$ cat config.mk
export PLATFORM = sky130hd
export DESIGN_NAME = nrsh_sqrt
export DESIGN_NICKNAME = d
export VERILOG_FILES = /design/src/rtl/nrsh_pkg.sv /design/src/rtl/nrsh_sqrt.sv
export SDC_FILE = /design/constraint.sdc
export NUM_CORES = 1
export LEC_CHECK = 0
export ABC_CLOCK_PERIOD_IN_PS = 3700
export BUFFER_PORTS_ARGS = -buffer_cell sky130_fd_sc_hd__buf_2
export CORE_ASPECT_RATIO = 0.75
export CORE_MARGIN = 2
export CORE_UTILIZATION = 50
export DETAILED_ROUTE_END_ITERATION = 8
export GPL_TIMING_DRIVEN = 0
export PLACE_DENSITY_LB_ADDON = 0.08
export SYNTH_ARGS = -nofsm -noshare
export SYNTH_HDL_FRONTEND = slang
export SYNTH_SLANG_ARGS = --single-unit
$ cat constraint.sdc
create_clock -name clock -period 3.7 [get_ports clock]
set_clock_uncertainty 0.05 [all_clocks]
set_input_delay 0.74 -clock clock [delete_from_list [all_inputs] [get_ports clock]]
set_output_delay 0.74 -clock clock [all_outputs]
set_load 0.05 [all_outputs]
$ cat src/rtl/nrsh_pkg.sv
package nrsh_pkg;

   localparam int POS_W    = 32;
   localparam int DIR_W    = 16;
   localparam int RAD_W    = 31;
   localparam int SLOT_W   = 6;
   localparam int CNT_W    = 7;
   localparam int DIST_W   = 32;
   localparam int ENTRY_W  = 3 * POS_W + RAD_W;
   localparam int SQIN_W   = 2 * RAD_W;
   localparam int ROOT_W   = RAD_W;

   localparam logic KIND_LOAD  = 1'b0;
   localparam logic KIND_QUERY = 1'b1;

endpackage

$ cat src/rtl/nrsh_sqrt.sv
module nrsh_sqrt (
   input  logic                          clock,
   input  logic                          reset,
   input  logic                          start,
   input  logic [nrsh_pkg::SQIN_W-1:0]   radicand,
   output logic                          done,
   output logic [nrsh_pkg::ROOT_W-1:0]   root
);

   localparam int REM_W = nrsh_pkg::ROOT_W + 2;
   localparam int CNT_W = $clog2(nrsh_pkg::ROOT_W);

   logic [nrsh_pkg::SQIN_W-1:0] rad_ff, rad_in;
   logic [REM_W-1:0]            rem_ff, rem_in;
   logic [nrsh_pkg::ROOT_W-1:0] root_ff, root_in;
   logic [CNT_W-1:0]            cnt_ff, cnt_in;
   logic                        busy_ff, busy_in;
   logic                        done_ff, done_in;
   logic [REM_W-1:0]            rem_sh;
   logic [REM_W-1:0]            trial;

   // One result bit per cycle: bring down two radicand bits and try root*4+1.
   always_comb begin
      rad_in  = rad_ff;
      rem_in  = rem_ff;
      root_in = root_ff;
      cnt_in  = cnt_ff;
      busy_in = busy_ff;
      done_in = 1'b0;
      rem_sh  = {rem_ff[REM_W-3:0], rad_ff[nrsh_pkg::SQIN_W-1 -: 2]};
      trial   = {root_ff, 2'b01};
      if (start) begin
         rad_in  = radicand;
         rem_in  = '0;
         root_in = '0;
         cnt_in  = CNT_W'(nrsh_pkg::ROOT_W - 1);
         busy_in = 1'b1;
      end else if (busy_ff) begin
         rad_in = {rad_ff[nrsh_pkg::SQIN_W-3:0], 2'b00};
         if (rem_sh >= trial) begin
            rem_in  = rem_sh - trial;
            root_in = {root_ff[nrsh_pkg::ROOT_W-2:0], 1'b1};
         end else begin
            rem_in  = rem_sh;
            root_in = {root_ff[nrsh_pkg::ROOT_W-2:0], 1'b0};
         end
         if (cnt_ff == '0) begin
            busy_in = 1'b0;
            done_in = 1'b1;
         end else begin
            cnt_in = cnt_ff - CNT_W'(1);
         end
      end
   end

   always_ff @(posedge clock) begin
      if (reset) begin
         busy_ff <= 1'b0;
         done_ff <= 1'b0;
      end else begin
         busy_ff <= busy_in;
         done_ff <= done_in;
      end
      rad_ff  <= rad_in;
      rem_ff  <= rem_in;
      root_ff <= root_in;
      cnt_ff  <= cnt_in;
   end

   assign done = done_ff;
   assign root = root_ff;

endmodule

==> results.sh <==
export IMPL_grt_max_degree=40
export IMPL_fin_crit_sh=0.843
export IMPL_synth_cell_types=68
export IMPL_fin_crit_ns=3.12
export IMPL_ir_drop_mv=0.472
export IMPL_slew_violations=0
export IMPL_rsz0062_at_grt="no"
export IMPL_clk_pin_slew_worst_paths_ns=0.07
export IMPL_gp_routability_congestion=0.876
export IMPL_status="finished, final reports clean"
export IMPL_startpoint_type="flop"
export IMPL_dp_hpwl_mm=11.6
export IMPL_placement_rows=37
export IMPL_drc=0
export IMPL_start_util=0.515
export IMPL_synthArstFlopShare=0
export IMPL_num_antenna_cells=0
export IMPL_drt_initial_drc_count=301
export IMPL_die_w_um=142
export IMPL_tightest_slew_ns=0.819
export IMPL_cts_tree="yes"
export IMPL_synth_area_sq_um=7110
export IMPL_syn_nets=768
export IMPL_arrival_ns=3.40
export IMPL_grt_util_all_layers=0.219
export IMPL_ys_flop_type="dfxtp_1"
export IMPL_worstSetupEndpointType="flop"
export IMPL_crit_type="flop to flop"
export IMPL_die_area_sq_um=15200
export IMPL_synth_area_leader_cell="edfxtp_1"
export IMPL_grt_pass1_vias=5185
export IMPL_cts_max_level=4
export IMPL_slew_headroom=0.454
export IMPL_avgSynthCellArea_sq_um=10.6
export IMPL_grt_pass1_wl_mm=26.0
export IMPL_clk_latency_ns=0.42
export IMPL_die_h_um=107
export IMPL_critPathMaxFanout=10
export IMPL_utilization=0.608
export IMPL_drive_gt1_frac=0.274
export IMPL_fillers=1162
export IMPL_ys_ff_latch=131
export IMPL_dr_pass1_iters=5
export IMPL_ys_warnings_count=0
export IMPL_io_pins=97
export IMPL_synthCells=669
export IMPL_vias=5417
export IMPL_grt_remaining_overflow=0
export IMPL_cts_buffers_inserted=17
export IMPL_dp_slack_ns=0.666
export IMPL_avgRoutedWirePerCell_um=16.6
export IMPL_synth_top_cell_area_share=0.262
export IMPL_root_buffer="clkbuf_16"
export IMPL_max_freq_mhz=321
export IMPL_ant_nets=0
export IMPL_antenna_found_initial=0
export IMPL_crit_required_ns=3.98
export IMPL_synth_area_leaders="edfxtp_1 26%, dfxtp_1 19%, mux2_2 9.5%"
export IMPL_vias_per_cell=5.57
export IMPL_nets=883
export IMPL_numClockSinks=131
export IMPL_detail_route_wirelength_mm=16.1
export IMPL_ctsHoldBuffers=0
export IMPL_seq_area_frac_synth=0.456
export IMPL_yosys_top_cells_count="69 x dfxtp_1, 65 x nor2_1, 62 x edfxtp_1"
export IMPL_setup_slack_ns=0.581
export IMPL_maxCapViolCount=0
export IMPL_hold_viol_final=0
export IMPL_synth_edf_count=62
export IMPL_core_area_sq_um=13800
export IMPL_p_leak_nw=3.44
export IMPL_syn2layout_area_growth_pct=18.0
export IMPL_clock_path_buffers=2
export IMPL_hold_class="flop to flop"
export IMPL_cts_setup_buffers=0
export IMPL_yosysMostFrequentCell="dfxtp_1"
export IMPL_setup_violations=0
export IMPL_ctsResizeCount=0
export IMPL_io_buffers=95
export IMPL_powerDensity_nw_per_um2=812
final timing paths:
check / slack, ns / end / cells after the start / start
min: 0.40 / cnt_ff[4] / 2 / cnt_ff[4]
max reg2reg: 0.58 / rem_ff[30] / 11 / root[15]
min reg2reg: 0.40 / cnt_ff[4] / 2 / cnt_ff[4]
max: 0.58 / rem_ff[30] / 11 / root[15]
cell type report:
cell class | instances | area [sq um] | area share
multi-input combinational | 460 | 3550 | 0.423
sequential | 131 | 3240 | 0.387
timing repair buffer | 96 | 495 | 0.0591
clock buffer | 17 | 425 | 0.0507
tap | 175 | 219 | 0.0261
inverter | 47 | 176 | 0.0210
buffer | 31 | 143 | 0.0170
clock inverter | 15 | 141 | 0.0169
layout by cell type (no fill, tap or decap), drive strengths merged, types with 4 or more instances in the layout:
cell and instances:
nand3 13, a21oi 28, nor3 5, nand2 45, xor2 6, a21o 8
xnor2 22, mux2i 52, dfxtp 69, clkbuf 36, ha 34, nor2 66
inv 56, mux2 60, o21ai 26, nand4 5, and2 4, nor2b 7
o31a 4, o211ai 6, buf 108, edfxtp 62, a211oi 16, a31oi 5
o21a 5
flip-flops by register name (all words and copies together) (netlist names):
register  flops
root         31
rad_ff       62
cnt_ff        5
rem_ff       31
busy_ff       1
done          1
report_power, final:
part | internal (mW) | switching [mW] | leakage [nW]
sequential | 1.72 | 0.114 | 1.19
clock | 0.890 | 0.725 | 0.272
combinational | 1.47 | 1.89 | 1.98
layer usage:
metal  vias to the layer above  global-route usage  routed length, um
li1                       2643                   -                  -
met5                         -                   0                  0
met3                        27              0.0538                876
met1                      2595               0.311               7910
met2                       152               0.329               7090
met4                         0              0.0707                240
cells by family after synthesis:
group | count (synthesis) | share of synthesized area
mux | 112 | 0.168
buf+inv | 78 | 0.0449
xor+xnor | 28 | 0.0345
simple gates | 163 | 0.105
compound gates | 123 | 0.131
flops | 131 | 0.456
fa+ha+maj | 34 | 0.0598
critical path: stages (launching register included):
cell and delay (ns):
dfxtp_1 0.42, inv_1 0.07, ha_1 0.40, and3_1 0.25
nor3b_2 0.17, nand4_1 0.13, nor3_2 0.34, a2111oi_4 0.10
a21oi_2 0.22, buf_2 0.32, nand2_1 0.25, o221ai_1 0.30
through the flow:
step	TNS (ns)	area [sq um]	hold WS, ns	total power, mW	instances
3_5_place_dp	0	7820	0.382	5.15	940
2_1_floorplan	0	7110	0.364	4.47	669
4_1_cts	0	8390	0.395	6.79	972
5_1_grt	0	8390	0.423	7.21	972
6_report	0	8390	0.396	6.81	972
3_3_place_gp	-3.01	7800	0.378	5.06	939
No activity file was read; power rests on OpenSTA's default activity.
