===== src/rtl/nrsh_ram.sv =====
module nrsh_ram #(
   parameter int WIDTH = 8,
   parameter int DEPTH = 16
) (
   input  logic                                         clock,
   input  logic                                         we,
   input  logic [((DEPTH > 1) ? $clog2(DEPTH) : 1)-1:0] waddr,
   input  logic [WIDTH-1:0]                             wdata,
   input  logic [((DEPTH > 1) ? $clog2(DEPTH) : 1)-1:0] raddr,
   output logic [WIDTH-1:0]                             rdata
);

   logic [WIDTH-1:0] mem [DEPTH];

   always_ff @(posedge clock) begin
      if (we) begin
         mem[waddr] <= wdata;
      end
      rdata <= mem[raddr];
   end

endmodule


===== config.mk =====
export PLATFORM = sky130hd
export DESIGN_NAME = nrsh_ram
export DESIGN_NICKNAME = d
export VERILOG_FILES = /design/src/rtl/nrsh_ram.sv
export SDC_FILE = /design/constraint.sdc
export NUM_CORES = 1
export LEC_CHECK = 0
export BUFFER_PORTS_ARGS = -buffer_cell sky130_fd_sc_hd__buf_4
export CAP_MARGIN = 20
export CORE_ASPECT_RATIO = 0.7
export CORE_UTILIZATION = 35
export DETAILED_ROUTE_END_ITERATION = 10
export GPL_TIMING_DRIVEN = 0
export PLACE_DENSITY_LB_ADDON = 0.3
export SETUP_SLACK_MARGIN = 0.05
export SLEW_MARGIN = 30
export SYNTH_ARGS = -nofsm -noshare
export SYNTH_HDL_FRONTEND = slang
export SYNTH_SLANG_ARGS = --single-unit
export TNS_END_PERCENT = 100

===== constraint.sdc =====
create_clock -name clock -period 2.2 [get_ports clock]
set_input_delay 0.66 -clock clock [delete_from_list [all_inputs] [get_ports clock]]
set_output_delay 0.66 -clock clock [all_outputs]
set_load 0.005 [all_outputs]

==> out/results.txt, run 1 <==
number of synthesized register bits = 136
Finished Layout Cells = 475
die area = 15,200 um2
largest net degree at the start of global routing = 17
Initial DRT Pass Iterations = 4
initial antenna violation count = 0
fin util = 43.6%
Post-Syn Area = 5150 um2
# fillers = 1,218
Max Fanout on Critical Path = 8
Syn Nets = 247
Final setup viols = 0
Worst R2R Path Depth = 3
area of the multi-input gates = 1080 um2
clock-pin slew on the worst setup and hold paths = 0.06 ns
site row count = 36
TritonCTS sink count = 136
sequential area share after synthesis = 77.8%
fmax = 504 MHz
Tmin final = 1.99 ns
Cell variety after synth = 19
detailed-route via count = 2,377
Total Nets Final = 290
clk_lat worst skew = 0.42 ns
root buf cell = clkbuf_16
CP Launch Point = waddr[2]
grt total ovfl = 0
CP Capture Point = mem[3][6]
Pleak = 2.05 nW
drt total wl = 10,400 um
Pwr Density = 968 nW/um2
ys flop type = edfxtp_1
WL met2 = 4840 um
initial detailed-routing violation count = 179
register area = 4000 um2
reg2reg end = rdata[1]
Die Span Y = 103 um
CTS buffer count = 17
fin. max-slew vios = 0
fraction of layout cells with a size suffix above 1 = 30.2%
Worst EP required = 2.24 ns
met3 routed WL = 824 um
Starting Density = 36.4%
arrival time worst endpoint = 2.02 ns
WL met1 = 4680 um
Worst slew margin = 39.5%
Top Metal Used = met4
RSZ-0062 raised after global routing = no
Post-CTS Setup Bufs = 0
HPWL Detailed = 6800 um
Final Cycle Share = 90.3%
via/cell ratio = 5.00
RR Startpoint = mem[9][1]
number of max-cap violations = 0
Worst VDD drop = 0.547 mV
vias in the first global route = 2,485
critical path endpoint category = register
Die W = 147 um
post_cts resized = 0
total track usage = 15.4%
Avg Synthesized Cell Area = 22.5 um2
Worst Setup Start Kind = primary input
core footprint = 14,100 um2
R2R setup slack = 0.71 ns
Worst Skew = 0.00861 ns
Syn Inst Count = 229
antenna viol nets, final = 0
number of synthesized flops with an enable pin = 128
CTS Hold Bufs = 0
first-pass GRT wire length = 15,600 um
Ports = 26
critical path type = primary input to register
port bufs = 24
clock buffer depth = 2
ANT cells = 0
Inst Count DP = 443
H-tree levels = 4
detailed-route DRC error count = 0
actual slew at the worst max-slew pin = 0.905 ns
synth-to-layout area growth = 19.7%
Routability Congestion = 0.739
Yosys warning total = 0
Hold Vio Cnt, Final = 0
CTS tree = built
outcome = finished, final reports clean
share of flip-flops with an asynchronous set or reset = 0%
drt wl/cell = 22.0 um
worst hold path type = primary input to register
-- report_power, final --
| part | total [W] | switching, W | internal, W |
|---|---|---|---|
| combinational | 0.000299 | 0.000166 | 0.000133 |
| clock | 0.00276 | 0.00101 | 0.00175 |
| sequential | 0.00291 | 0.0000137 | 0.00290 |
-- worst max-delay path, cell delays in order --
cell and delay (ns):
buf_4 0.12, or3b_2 0.53, nor2_1 0.71
-- layer usage --
layer	track usage [%]	up-vias
met1	20.8	1239
met4	7.14	0
li1	-	1057
met2	23.6	72
met3	4.30	9
met5	0	-
-- Yosys cell counts, types with 3 or more instances --
master           count  share of area [%]
edfxtp_1           128                 75
mux4_2              18                7.9
a22oi_1             16                2.3
mux4_1              14                7.1
nor2_1              13               0.95
nand2_1              9               0.66
dfxtp_1              8                3.1
nor3_1               4               0.39
buf_2                3               0.29
buf_6                3               0.66
clkdlybuf4s25_2      3               0.58
-- worst min-delay path by stage --
stage,start,to,slack (ns),cells past startpoint
after CTS,wdata[6],mem[15][6],0.57,1
after detailed placement,mem[4][7],rdata[7],0.69,3
after global placement,mem[0][0],rdata[0],0.68,3
after global routing,wdata[5],mem[13][5],0.57,1
final,wdata[3],mem[10][3],0.57,1
after floorplan,mem[7][0],rdata[0],0.63,3
-- final cells by class --
cell class,instances,area share [%]
well taps,190,3.86
plain buffers,10,1.40
flip-flops and latches,136,65.0
clock inverters,9,1.62
multi-input cells,83,17.5
repair buffers,24,2.92
clock buffers,23,7.75
-- cell families (layout without fill, tap and decap cells) --
group | after synthesis | in the layout | share of synthesized area, %
flip-flops | 136 | 136 | 77.8
AND/OR/NAND/NOR | 35 | 35 | 3.18
multiplexers | 32 | 32 | 15.0
AO/OA/AOI/OAI | 16 | 16 | 2.33
buffers and inverters | 10 | 66 | 1.68
-- cell usage in the layout (no fill, tap or decap), types with 4 or more instances in the layout --
cell / n
a22oi_1: 16
buf_4: 25
clkbuf_16: 17
clkinv_2: 5
dfxtp_1: 8
edfxtp_1: 128
mux4_1: 14
mux4_2: 18
nand2_1: 9
nor2_1: 13
nor3_2: 4
-- sequential cells by signal, summed over array words and instances (netlist names) --
register,flops
mem,128
rdata,8
-- metrics by stage --
step           setup WS, ns  TNS, ns  power [W]  hold WS (ns)  cell area (um2)
2_1_floorplan         0.274        0    0.00311         0.629             5150
5_1_grt               0.155        0    0.00614         0.575             6160
4_1_cts               0.192        0    0.00601         0.565             6160
3_5_place_dp         -0.231    -5.42    0.00327         0.692             5590
3_3_place_gp         -0.347   -10.84    0.00326         0.679             5570
6_report              0.214        0    0.00597         0.571             6160
(Power assumes the default switching activity.)
==> run 2: changes to the inputs <==
Settings changed: CORE_UTILIZATION 35 to 40.
==> out/results.txt, run 2 (synthesis results as in run 1) <==
HPWL Detailed = 6460 um
Ports = 26
critical path type = primary input to register
via/cell ratio = 5.39
number of max-cap violations = 0
fmax = 504 MHz
initial antenna violation count = 0
clk_lat worst skew = 0.41 ns
clock buffer depth = 2
Worst slew margin = 39.8%
Die W = 138 um
ANT cells = 0
detailed-route DRC error count = 0
port bufs = 24
Tmin final = 1.98 ns
Worst VDD drop = 0.568 mV
fin. max-slew vios = 0
largest registers = mem: 128 flops, rdata: 8 flops
total track usage = 16.7%
fraction of layout cells with a size suffix above 1 = 28.2%
root buf cell = clkbuf_16
CTS Hold Bufs = 0
largest net degree at the start of global routing = 17
arrival time worst endpoint = 2.02 ns
RSZ-0062 raised after global routing = no
site row count = 34
Final Cycle Share = 90.2%
initial detailed-routing violation count = 185
most flop-heavy register = mem
Final setup viols = 0
TritonCTS sink count = 136
most common cell after layout, fill and taps aside = edfxtp_1
Post-CTS Setup Bufs = 0
Inst Count DP = 415
commonest non-fill, non-tap cells in the layout = 128 x edfxtp_1, 25 x buf_4, 18 x mux4_2
Total Nets Final = 290
drt wl/cell = 22.2 um
Worst Setup Start Kind = primary input
Starting Density = 41.3%
CTS buffer count = 17
Hold Vio Cnt, Final = 0
worst hold path type = primary input to register
Routability Congestion = 0.758
Worst Skew = 0.00798 ns
synth-to-layout area growth = 17.9%
critical path endpoint category = register
fin util = 48.7%
number of flip-flops in the largest register = 128
Max Fanout on Critical Path = 8
Initial DRT Pass Iterations = 5
worst hold margin = 0.579 ns
vias in the first global route = 2,351
first-pass GRT wire length = 14,900 um
antenna viol nets, final = 0
post_cts resized = 0
outcome = finished, final reports clean
clock-pin slew on the worst setup and hold paths = 0.06 ns
detailed-route via count = 2,403
Pwr Density = 939 nW/um2
Die Span Y = 96.9 um
die area = 13,300 um2
CTS tree = built
core footprint = 12,500 um2
H-tree levels = 4
Finished Layout Cells = 446
actual slew at the worst max-slew pin = 0.900 ns
grt total ovfl = 0
Worst EP required = 2.23 ns
Pleak = 2.01 nW
drt total wl = 9900 um
[run 2: worst paths after layout]
kind / startpoint / cells past startpoint / slack [ns] / endpoint
min reg2reg: mem[11][5] / 3 / 0.69 / rdata[5]
max reg2reg: mem[9][2] / 3 / 0.77 / rdata[2]
min: wdata[1] / 1 / 0.58 / mem[15][1]
max: waddr[2] / 3 / 0.22 / mem[2][2]
[run 2: power breakdown]
group          internal, W  total [W]  switching (W)
clock              0.00151    0.00249       0.000983
sequential         0.00290    0.00291      0.0000135
combinational     0.000133   0.000296       0.000163
total              0.00454    0.00570        0.00116
[run 2: metal layers]
layer / part of all wire (%) / track usage, % / routed length (um) / up-vias
met3: 6.5 / 5.35 / 640 / 14
met5: 0 / 0 / 0 / -
li1: - / - / - / 1068
met2: 44 / 23.1 / 4400 / 87
met1: 48 / 24.9 / 4730 / 1234
met4: 1.3 / 5.33 / 131 / 0
[run 2: stage by stage]
stage               TNS, ns  power, W  setup WS, ns  instance area (um2)
CTS                       0   0.00573         0.199                 6070
global placement     -10.95   0.00326        -0.318                 5540
floorplan                 0   0.00311         0.274                 5150
finish                    0   0.00570         0.217                 6070
global route              0   0.00589         0.175                 6070
detailed placement    -5.86   0.00327        -0.230                 5550
[run 2: critical path: stages]
cell and delay (ns):
buf_4 0.12, or3b_2 0.52, nor2_1 0.71
[run 2: final cells by class]
class / instances / area (um2)
Fill cell: 1009 / 6400
Timing Repair Buffer: 24 / 180
Tap cell: 162 / 203
Buffer: 10 / 86.3
Clock inverter: 13 / 88.8
Sequential cell: 136 / 4000
Clock buffer: 18 / 429
Multi-Input combinational cell: 83 / 1080
